### config.mk
export PLATFORM = sky130hd
export DESIGN_NAME = prba_ctrl
export DESIGN_NICKNAME = d
export VERILOG_FILES = /design/src/rtl/prba_pkg.sv /design/src/rtl/prba_ctrl.sv
export SDC_FILE = /design/constraint.sdc
export NUM_CORES = 1
export LEC_CHECK = 0
export ABC_AREA = 1
export CORE_MARGIN = 10
export CORE_UTILIZATION = 24
export CTS_CLUSTER_DIAMETER = 50
export DETAILED_ROUTE_END_ITERATION = 16
export DONT_BUFFER_PORTS = 1
export GPL_TIMING_DRIVEN = 0
export PLACE_DENSITY = 0.44
export SLEW_MARGIN = 20
export SYNTH_ARGS = -nofsm -noshare
export SYNTH_HDL_FRONTEND = slang
export SYNTH_SLANG_ARGS = --single-unit
### constraint.sdc
create_clock -name clk_i -period 1.8 [get_ports clk_i]
set_input_delay 0.18 -clock clk_i [delete_from_list [all_inputs] [get_ports clk_i]]
set_output_delay 0.18 -clock clk_i [all_outputs]
set_load 0.1 [all_outputs]
### src/rtl/prba_pkg.sv
// Shared types and codes for the page run bitmap allocator
`timescale 1ns / 1ps
`default_nettype none
package prba_pkg;

  // pages held in one word of the used-page bitmap
  localparam int unsigned MapWordBits = 8;
  localparam int unsigned MapBitIdxW  = 3;

  // request field widths
  localparam int unsigned BytesW  = 24;
  localparam int unsigned FPageW  = 12;
  localparam int unsigned HdrW    = 7;
  localparam int unsigned SmallW  = 13;
  localparam int unsigned StatusW = 2;
  localparam int unsigned CountW  = 13;
  localparam int unsigned SumW    = 25;

  // configuration port
  localparam int unsigned CfgIdxW  = 1;
  localparam int unsigned CfgDataW = 13;
  localparam logic [CfgIdxW-1:0] REG_HEADER = 1'b0;
  localparam logic [CfgIdxW-1:0] REG_SMALL  = 1'b1;
  localparam logic [HdrW-1:0]    HDR_RESET   = 7'd16;
  localparam logic [SmallW-1:0]  SMALL_RESET = 13'd1024;

  // opcodes
  localparam logic OP_ALLOC = 1'b0;
  localparam logic OP_FREE  = 1'b1;

  // result status codes
  localparam logic [StatusW-1:0] ST_OK       = 2'd0;
  localparam logic [StatusW-1:0] ST_NO_SPACE = 2'd1;
  localparam logic [StatusW-1:0] ST_SMALL    = 2'd2;
  localparam logic [StatusW-1:0] ST_BAD_FREE = 2'd3;

  // bitmap read address select
  localparam logic [1:0] RD_HOLD  = 2'd0;
  localparam logic [1:0] RD_ZERO  = 2'd1;
  localparam logic [1:0] RD_START = 2'd2;
  localparam logic [1:0] RD_NEXT  = 2'd3;

  // commands from controller to datapath
  typedef struct packed {
    logic               clr;
    logic               load;
    logic               dec_alloc;
    logic               dec_free;
    logic               scan;
    logic               mprep;
    logic               mark;
    logic               finish;
    logic [StatusW-1:0] fin_status;
    logic [1:0]         rd_sel;
  } cmd_t;

  // status from datapath to controller
  typedef struct packed {
    logic clr_last;
    logic opcode;
    logic is_small;
    logic too_big;
    logic bad_free;
    logic found;
    logic scan_last;
    logic mark_last;
  } stat_t;

endpackage
`default_nettype wire

### src/rtl/prba_ctrl.sv
// Controller state machine for the page run bitmap allocator
`timescale 1ns / 1ps
`default_nettype none
module prba_ctrl (
  input  wire              clk_i,
  input  wire              rst_ni,
  input  wire              start,
  input  prba_pkg::stat_t  stat_i,
  output prba_pkg::cmd_t   cmd_o,
  output logic             busy,
  output logic             done_o
);
  import prba_pkg::*;

  localparam logic [2:0] S_CLEAR  = 3'd0;
  localparam logic [2:0] S_IDLE   = 3'd1;
  localparam logic [2:0] S_DECODE = 3'd2;
  localparam logic [2:0] S_SCAN   = 3'd3;
  localparam logic [2:0] S_MPREP  = 3'd4;
  localparam logic [2:0] S_MARK   = 3'd5;

  logic [2:0] state_q, state_d;
  logic       done_q;

  // next state and commands
  always_comb begin
    state_d = state_q;
    cmd_o   = '0;
    cmd_o.rd_sel = RD_HOLD;
    unique case (state_q)
      S_CLEAR: begin
        cmd_o.clr = 1'b1;
        if (stat_i.clr_last) begin
          state_d = S_IDLE;
        end
      end
      S_IDLE: begin
        if (start) begin
          cmd_o.load = 1'b1;
          state_d    = S_DECODE;
        end
      end
      S_DECODE: begin
        if (stat_i.opcode == OP_ALLOC) begin
          if (stat_i.is_small) begin
            cmd_o.finish     = 1'b1;
            cmd_o.fin_status = ST_SMALL;
            state_d          = S_IDLE;
          end else if (stat_i.too_big) begin
            cmd_o.finish     = 1'b1;
            cmd_o.fin_status = ST_NO_SPACE;
            state_d          = S_IDLE;
          end else begin
            cmd_o.dec_alloc = 1'b1;
            cmd_o.rd_sel    = RD_ZERO;
            state_d         = S_SCAN;
          end
        end else begin
          if (stat_i.bad_free) begin
            cmd_o.finish     = 1'b1;
            cmd_o.fin_status = ST_BAD_FREE;
            state_d          = S_IDLE;
          end else begin
            cmd_o.dec_free = 1'b1;
            state_d        = S_MPREP;
          end
        end
      end
      S_SCAN: begin
        cmd_o.scan   = 1'b1;
        cmd_o.rd_sel = RD_NEXT;
        if (stat_i.found) begin
          state_d = S_MPREP;
        end else if (stat_i.scan_last) begin
          cmd_o.finish     = 1'b1;
          cmd_o.fin_status = ST_NO_SPACE;
          state_d          = S_IDLE;
        end
      end
      S_MPREP: begin
        cmd_o.mprep  = 1'b1;
        cmd_o.rd_sel = RD_START;
        state_d      = S_MARK;
      end
      S_MARK: begin
        cmd_o.mark   = 1'b1;
        cmd_o.rd_sel = RD_NEXT;
        if (stat_i.mark_last) begin
          cmd_o.finish     = 1'b1;
          cmd_o.fin_status = ST_OK;
          state_d          = S_IDLE;
        end
      end
      default: begin
        state_d = S_IDLE;
      end
    endcase
  end

  // state and result strobe
  always_ff @(posedge clk_i or negedge rst_ni) begin
    if (!rst_ni) begin
      state_q <= S_CLEAR;
      done_q  <= 1'b0;
    end else begin
      state_q <= state_d;
      done_q  <= cmd_o.finish;
    end
  end

  assign busy   = (state_q != S_IDLE);
  assign done_o = done_q;

endmodule
`default_nettype wire
## After elaboration in Yosys (flattened, before gate mapping)

Index checks and enable logic that the tools add are counted.

- Equality and inequality tests: 10
- Multiplexer cells: 34
- Reductions and logical operators: 3

Operator list:

| kind | count |
|---|---|
| two-way mux 3 bit | 15 |
| one-hot mux 3 bit (6 select lines) | 1 |
| two-way mux 1 bit | 13 |
| one-hot mux 3 bit (3 select lines) | 1 |
| == test 3 x 2 -> 1 bit, second input constant | 2 |
| == test 3 bit, second input constant | 2 |
| two-way mux 2 bit | 3 |
| != test 2 bit, second input constant | 3 |
| one-hot mux 2 bit (3 select lines) | 1 |
| AND reduction 4 bit | 1 |
| == test 3 x 1 -> 1 bit, second input constant | 1 |
| zero test 3 bit | 1 |
| != test 3 x 1 -> 1 bit, second input constant | 1 |
| != test 3 bit, second input constant | 1 |
| OR reduction 2 bit | 1 |

- Register bits after elaboration: 4
- Bits of input ports: 11
- Output and inout bits: 14

## Logic depth before layout (Yosys ltp)

Gate-level depths: netlist of the first run.

- Depth in word-level cells: 4
- Mapped depth: 7
- Depth with buffers taken out: 7

## Least setup slack after synthesis of the first run

No wires, ideal clock.

- Path type: register to output
- Start point: register state_q[2]
- End point: output port cmd_o[2] (netlist name)
- Arrival: 2.902 ns
- Data required time: 1.620 ns
- Setup slack: -1.282 ns
- Stages on the path, launching flop included: 6
- Path through: dfrtp_1 > inv_2 > nand2_1 > nor2_2 > nand2_1 > o21ai_0

RTL lines:

| element | line | text |
|---|---|---|
| from (decl) | prba_ctrl.sv:22 | `logic [2:0] state_q, state_d;` |
| from (signal assigned) | prba_ctrl.sv:106 | `state_q <= state_d;` |
| to (decl) | prba_ctrl.sv:9 | `output prba_pkg::cmd_t cmd_o,` |

==> results of run 1 <==
## final timing paths
path,to,depth (start not counted),slack [ns]
hold reg to reg,state_q[0],2,0.59
setup / recovery,cmd_o[4],4,-0.53
setup reg to reg,done_o,3,0.02
min in group asynchronous,done_o,1,0.21
hold / removal,state_q[2],2,0.09
max in group asynchronous,state_q[0],1,1.40
## per-stage QoR
step	instance area [sq um]	hold slack [ns]	utilization, %	TNS (ns)	worst slack (ns)
after floorplan	410.4	-0.1156	-	-3.565	-0.8010
after detailed placement	457.9	-0.1155	34.33	-2.290	-0.5340
after global placement	429.2	-0.1155	32.18	-4.827	-1.011
after global routing	644.4	0.09916	48.31	-2.599	-0.6189
after CTS	569.3	0.09238	42.68	-2.098	-0.5637
final	644.4	0.09365	48.31	-1.898	-0.5305
## metal layers
layer | share of wire [%] | wire (um) | track usage, % | up-vias
li1 | - | - | - | 215
met2 | 49 | 603 | 11.50 | 19
met1 | 38 | 469 | 7.563 | 184
met5 | 0 | 0 | 0 | -
met4 | 0 | 0 | 3.020 | 0
met3 | 13 | 166 | 5.011 | 0
## sequential cells by signal, indices dropped and copies added (netlist names)
register and count:
state_q 3, done_o 1
## logic make-up after synthesis
| kind of cell | Yosys count | synth area share [%] |
|---|---|---|
| simple gates | 39 | 49.65 |
| compound gates | 5 | 7.858 |
| buf+inv | 13 | 13.93 |
| flops | 4 | 28.57 |
## layout by cell type, fill, tap and decap left out, drive strengths merged
master       count
or2              1
nand3            5
o211ai           1
buf              8
dlygate4sd3      1
nor2             9
clkinvlp         3
dfrtp            4
a21oi            2
o21ai            2
nor3             3
clkbuf           4
nand2           20
inv             10
nand4            1
## cell type report
type	instances	area, sq um	share of cell area (%)
Inverter	13	62.56	9.709
Sequential cell	4	103.9	16.12
Tap cell	15	18.77	2.913
Clock buffer	4	26.28	4.078
Timing Repair Buffer	9	92.59	14.37
Multi-Input combinational cell	44	340.3	52.82
## worst reg2reg max path, cell delays in order (launching register included)
cell and delay [ns]:
dfrtp_2 0.44, nor3_4 0.88, nand2_1 0.13, o211ai_1 0.22
## what timing repair did
item,in CTS,in global routing
hold buffers,1,0
hold endpoints to repair,4,0
endpoints found under the setup margin,13,11
gates resized for setup,15,9
buffers inserted,2,5
pin swaps,9,9
==> impl_metrics.json, run 1 <==
{
  "syn_to_final_growth_pct": 83.93,
  "drive_above_1_share_pct": 50.00,
  "cts_root_buffer": "clkbuf_4",
  "die_w_um": 58.21,
  "crit_type": "reg2out",
  "grt_pass1_wl_mm": 1.987,
  "synth_cell_types": 15,
  "drt_first_iter_violations": 6,
  "final-hold-violation-count": 0,
  "maxCapViolations": 0,
  "ys_warn_count": 0,
  "nFillCells": 137,
  "cp-start-kind": "flip-flop",
  "synth_nets": 72,
  "avgViaCountPerCell": 4.697,
  "min_period_ns": 2.330,
  "fin_ws_ns": -0.5305,
  "yosysTopAreaCell": "dfrtp_1",
  "grt_usage_pct": 7.375,
  "rsz0062_at_grt": "yes",
  "grt_pass1_vias": 459,
  "hpwlAfterDp_um": 965.4,
  "synth_area_leaders": "dfrtp_1 29%, nand2_1 20%, inv_1 13%, nor2_1 7.5%, nand3_1 7.1%",
  "die_h_um": 58.21,
  "synth_commonest_cells": "19 x nand2_1, 12 x inv_1, 7 x nor2_1, 5 x nand3_1, 4 x dfrtp_1",
  "syn_area_per_cell_sq_um": 5.743,
  "gp_congestion": 0.7460,
  "required_ns": 1.62,
  "rows": 13,
  "netlist_area_sq_um": 350.3,
  "h-tree-depth": 1,
  "drc": 0,
  "startpoint": "state_q[1]",
  "min_path_type": "in2reg",
  "port-buffer-count": 0,
  "tightest_slew_ns": 1.051,
  "cts.clk_slew.worst_paths_ns": 0.04,
  "worst_clock_skew_ns": 0.007986,
  "synth_edf_count": 0,
  "place_inst": 77,
  "io_pins": 25,
  "endpoint_kind": "output port",
  "drv_slew": 0,
  "cp_max_fo": 4,
  "diodes": 0,
  "status": "complete, but fails checks",
  "arrival_ns": 2.15,
  "final_net_count": 86,
  "violations": "negative setup slack",
  "num_vias": 418,
  "grt_max_degree": 7,
  "postRouteAntennaNets": 0,
  "cts_buffers": 3,
  "start_util_pct": 26.27,
  "wirelength_mm": 1.240,
  "grt_overflow": 0,
  "timing.rr.start": "state_q[1]",
  "yosysSeqAreaShare_pct": 28.57,
  "wire_per_inst_um": 13.93,
  "antenna_found_initial": 0,
  "clk_latency_ns": 0.24,
  "path_cells": "nor3_4 -> nand2_1 -> o211ai_1 -> buf_8",
  "syn_inst": 61,
  "fmax_ghz": 0.4291,
  "clk_path_buf_depth": 2,
  "relSlewSlack_pct": 29.73,
  "ys.flop_type": "dfrtp_1",
  "fin_cells": 89,
  "synth_seq_cells": 4,
  "die-area_sq_mm": 0.003388,
  "yosysMostFrequentCell": "nand2_1",
  "async_flop_share_pct": 100.0,
  "setup_viol": 7,
  "clock_sinks": 4,
  "fin_crit_sh_pct": 129.5,
  "slowest_delay_ns": 0.88,
  "core-area_sq_mm": 0.001334,
  "cts_tree": "built",
  "path_buf_inv": 1,
  "slowest_stage": "nor3_4",
  "synth.top_cell.area_share_pct": 28.57,
  "drt-pass1-iter-count": 4,
  "path_delay_family": "simple AND/OR/NAND/NOR gates",
  "holdCritStartpoint": "stat_i[2]"
}
Power of run 1 is left out: the tool's default activity adds up to more than one toggle a clock period on the data nets, which glitch-free logic cannot reach.
==> inputs of run 2 (changes only) <==
--- a/config.mk
+++ b/config.mk
@@ -6,7 +6,6 @@
 export NUM_CORES = 1
 export LEC_CHECK = 0
 export ABC_AREA = 1
-export CORE_MARGIN = 10
 export CORE_UTILIZATION = 24
 export CTS_CLUSTER_DIAMETER = 50
 export DETAILED_ROUTE_END_ITERATION = 16
==> constraint.sdc (replaced) <==
create_clock -name clk_i -period 2.8 [get_ports clk_i]
set_input_delay 0.28 -clock clk_i [delete_from_list [all_inputs] [get_ports clk_i]]
set_output_delay 0.28 -clock clk_i [all_outputs]
set_load 0.1 [all_outputs]
==> impl_metrics.json, run 2 (synthesized netlist as in run 1, its figures left out) <==
{
  "status": "completed",
  "highest_layer": "met4",
  "cts_tree": "built",
  "met3WireLength_um": 102,
  "rows": 13,
  "die-area_sq_mm": 0.001616,
  "start_util_pct": 26.27,
  "slowest_stage": "nor3_4",
  "final_net_count": 80,
  "wire_per_inst_um": 10.70,
  "drt-pass1-iter-count": 4,
  "drv_slew": 0,
  "grt_pass1_vias": 353,
  "largest_register": "state_q",
  "path_buf_inv": 2,
  "final_cell_mix": "16 x nand2_1, 12 x inv_1, 6 x nor2_1",
  "path_cells": "inv_1 -> nor3_4 -> or2_1 -> inv_1 -> nand2_2",
  "grt_pass1_wl_mm": 1.407,
  "grt_overflow": 0,
  "crit_type": "reg2out",
  "cts.clk_slew.worst_paths_ns": 0.04,
  "syn_to_final_growth_pct": 34.29,
  "place_ws_ns": 0.06504,
  "met2_length_um": 376,
  "postRouteAntennaNets": 0,
  "crit_top_cell": "inv_1",
  "cts_root_buffer": "clkbuf_4",
  "avgViaCountPerCell": 4.829,
  "port-buffer-count": 0,
  "io_pins": 25,
  "endpoint_kind": "output port",
  "slowest_delay_ns": 0.85,
  "h-tree-depth": 1,
  "largest_reg_flops": 3,
  "whs_ns": 0.2003,
  "drc": 0,
  "hpwlAfterDp_um": 746.7,
  "fin_ws_ns": 0.1953,
  "cp-start-kind": "flip-flop",
  "fmax_ghz": 0.3839,
  "maxCapViolations": 0,
  "min_path_type": "in2reg",
  "wirelength_um": 877,
  "diodes": 0,
  "clock_sinks": 4,
  "tightest_slew_ns": 1.178,
  "final-hold-violation-count": 0,
  "gp_congestion": 0.7111,
  "grt_usage_pct": 13.94,
  "grt_max_degree": 7,
  "core-area_sq_mm": 0.001334,
  "mostFrequentLayoutCell": "nand2_1",
  "nFillCells": 156,
  "clk_latency_ns": 0.23,
  "seqCellArea_sq_um": 100.1,
  "worst_clock_skew_ns": 0.002694,
  "drt_first_iter_violations": 3,
  "rsz0062_at_grt": "no",
  "antenna_found_initial": 0,
  "clk_path_buf_depth": 2,
  "setup_viol": 0,
  "die_w_um": 40.21,
  "postCtsSetupRepairBufs": 0,
  "cts_buffers": 3,
  "cp_max_fo": 6,
  "r2r_slack_ns": 0.86,
  "num_vias": 396,
  "relSlewSlack_pct": 21.52,
  "fin_crit_sh_pct": 93.02,
  "drive_above_1_share_pct": 25.37,
  "min_period_ns": 2.605,
  "path_delay_family": "simple AND/OR/NAND/NOR gates",
  "multi_input_area_sq_um": 240.2,
  "required_ns": 2.52,
  "arrival_ns": 2.32,
  "met1_length_um": 389,
  "die_h_um": 40.21
}
-- run 2: cell types whose count changed in the layout (fill, tap and decap cells not counted), sizes merged --
cell,before,now
clkinvlp,3,0
clkbuf,4,3
buf,8,2
inv,10,13
-- run 2: worst paths after layout --
check                              to  cells past startpoint        from
min reg2reg                state_q[0]                      2  state_q[0]
min                        state_q[2]                      2   stat_i[2]
max reg2reg                    done_o                      4  state_q[0]
max in group asynchronous      done_o                      1      rst_ni
max                          cmd_o[1]                      5  state_q[0]
min in group asynchronous  state_q[1]                      1      rst_ni
-- run 2: timing repair --
item / 4_1_cts / 5_1_grt
endpoints found under the hold margin: 4 / 0
gates resized for setup: 1 / 3
setup endpoints to repair: 3 / 3
hold buffers: 1 / 0
pin swaps: 1 / 1
gates cloned: 0 / 0
-- run 2: area by class of cell --
class | instances | area share [%]
multi-input combinational | 44 | 51.06
sequential | 4 | 21.28
timing repair buffer | 3 | 8.511
clock buffer | 3 | 4.787
inverter | 13 | 10.37
tap | 15 | 3.989
-- run 2: per-stage QoR --
step,instances,instance area [sq um],utilization [%],TNS [ns]
detailed placement,78,425.4,31.89,0
floorplan,61,364.1,-,-0.01903
global placement,76,382.9,28.71,-0.1739
CTS,82,462.9,34.71,-0.1677
global route,82,470.5,35.27,0
finish,82,470.5,35.27,0
-- run 2: metal layers --
layer,track usage [%],up-vias
li1,-,201
met1,15.18,169
met2,20.56,24
met3,5.556,2
met4,12.50,0
met5,0,-
-- run 2: worst register-to-register path, stage by stage, from the launching register on --
cell      delay [ns]
dfrtp_1         0.46
inv_1           0.13
nor3_4          0.85
nand2_1         0.15
o211ai_1        0.23
Power of run 2 is left out for the same reason.
==> inputs of run 3 (changes only) <==
--- a/config.mk
+++ b/config.mk
@@ -6,12 +6,14 @@
 export NUM_CORES = 1
 export LEC_CHECK = 0
 export ABC_AREA = 1
+export CELL_PAD_IN_SITES_DETAIL_PLACEMENT = 2
+export CELL_PAD_IN_SITES_GLOBAL_PLACEMENT = 2
 export CORE_UTILIZATION = 24
 export CTS_CLUSTER_DIAMETER = 50
 export DETAILED_ROUTE_END_ITERATION = 16
 export DONT_BUFFER_PORTS = 1
 export GPL_TIMING_DRIVEN = 0
-export PLACE_DENSITY = 0.44
+export PLACE_DENSITY = 0.76
 export SLEW_MARGIN = 20
 export SYNTH_ARGS = -nofsm -noshare
 export SYNTH_HDL_FRONTEND = slang
==> impl_metrics.json, run 3 (synthesized netlist as in run 1, its figures left out) <==
{
  "grt_overflow": 0,
  "hpwlAfterDp_um": 906.9,
  "timing.rr.start": "state_q[2]",
  "fin_crit_sh_pct": 101.2,
  "largest_reg_flops": 3,
  "slowest_stage": "nor3_4",
  "status": "complete, but fails checks",
  "final_cell_mix": "19 x nand2_1, 12 x inv_1, 6 x nor2_1",
  "antenna_found_initial": 0,
  "clk_path_buf_depth": 2,
  "rows": 13,
  "cp_max_fo": 6,
  "place_ws_ns": 0.08218,
  "drv_slew": 0,
  "port-buffer-count": 0,
  "holdCritStartpoint": "stat_i[2]",
  "grt_max_degree": 7,
  "slowest_delay_ns": 0.81,
  "crit_type": "reg2out",
  "setup_viol": 2,
  "start_util_pct": 26.27,
  "num_vias": 404,
  "path_delay_family": "simple AND/OR/NAND/NOR gates",
  "maxCapViolations": 0,
  "endpoint_kind": "output port",
  "drt_first_iter_violations": 0,
  "largest_register": "state_q",
  "fmax_ghz": 0.3529,
  "wirelength_mm": 1.036,
  "arrival_ns": 2.55,
  "reg2reg_to": "done_o",
  "die_h_um": 40.21,
  "diodes": 0,
  "nFillCells": 178,
  "cp-start-kind": "flip-flop",
  "io_pins": 25,
  "grt_pass1_vias": 359,
  "cts_root_buffer": "clkbuf_4",
  "grt_pass1_wl_mm": 1.421,
  "rsz0062_at_grt": "yes",
  "violations": "negative setup slack",
  "min_path_type": "in2reg",
  "drt-pass1-iter-count": 1,
  "die-area_sq_mm": 0.001616,
  "syn_to_final_growth_pct": 34.29,
  "clk_latency_ns": 0.23,
  "drive_above_1_share_pct": 20.90,
  "gp_congestion": 0.6599,
  "wire_per_inst_um": 12.63,
  "required_ns": 2.52,
  "path_cells": "inv_2 -> nor3_4 -> or2_1 -> inv_1 -> nand2_1",
  "cts_tree": "built",
  "relSlewSlack_pct": 27.94,
  "core-area_sq_mm": 0.001334,
  "hold_path_end": "state_q[2]",
  "r2r_slack_ns": 0.92,
  "drc": 0,
  "final-hold-violation-count": 0,
  "die_w_um": 40.21,
  "cts.clk_slew.worst_paths_ns": 0.03,
  "cts_buffers": 3,
  "clock_sinks": 4,
  "r2r_cells": 4,
  "grt_usage_pct": 13.63,
  "min_period_ns": 2.834,
  "tightest_slew_ns": 1.081,
  "path_buf_inv": 2,
  "h-tree-depth": 1,
  "worst_clock_skew_ns": 0.001425,
  "fin_ws_ns": -0.03389,
  "avgViaCountPerCell": 4.927,
  "postRouteAntennaNets": 0,
  "hold_depth": 2,
  "final_net_count": 80,
  "mostFrequentLayoutCell": "nand2_1"
}
## run 3: worst max-delay path by stage
stage | from | end | slack [ns] | cells past startpoint
after floorplan | state_q[2] | cmd_o[11] | -0.02 | 1
after global routing | state_q[2] | cmd_o[0] | -0.17 | 5
after CTS | state_q[2] | cmd_o[0] | -0.08 | 5
after global placement | state_q[2] | cmd_o[11] | -0.09 | 1
after detailed placement | state_q[0] | cmd_o[10] | 0.08 | 4
final | state_q[2] | cmd_o[0] | -0.03 | 5
## run 3: per-layer routing
layer  track usage (%)  wire (um)
met5                 0          0
met4             2.500          0
met3             8.333         91
met1             14.95        438
met2             22.58        507
## run 3: timing repair
item	4_1_cts	5_1_grt
hold buffers	1	0
pin swaps	1	0
endpoints found under the setup margin	3	2
gates resized for setup	1	0
hold endpoints to repair	4	0
buffers inserted	0	0
## run 3: per-stage QoR
step	hold WS (ns)	util, %	TNS, ns	instances	area [sq um]
4_1_cts	0.2034	34.71	-0.1442	82	462.9
5_1_grt	0.2189	35.27	-0.3345	82	470.5
6_report	0.2098	35.27	-0.06357	82	470.5
2_1_floorplan	-0.01559	-	-0.01903	61	364.1
3_5_place_dp	-0.01552	31.89	0	78	425.4
3_3_place_gp	-0.01553	28.71	-0.2028	76	382.9
## run 3: cell type report
| class | count | area, sq um | share of cell area, % |
|---|---|---|---|
| multi-input combinational | 44 | 240.2 | 51.06 |
| tap | 15 | 18.77 | 3.989 |
| timing repair buffer | 3 | 40.04 | 8.511 |
| clock buffer | 3 | 22.52 | 4.787 |
| inverter | 13 | 48.80 | 10.37 |
| sequential | 4 | 100.1 | 21.28 |
## run 3: worst reg2reg max path: stages (launching register included)
cell,delay [ns]
dfrtp_1,0.49
inv_2,0.12
nor3_4,0.81
nand2_1,0.11
o211ai_1,0.22
Power of run 3 is left out for the same reason.
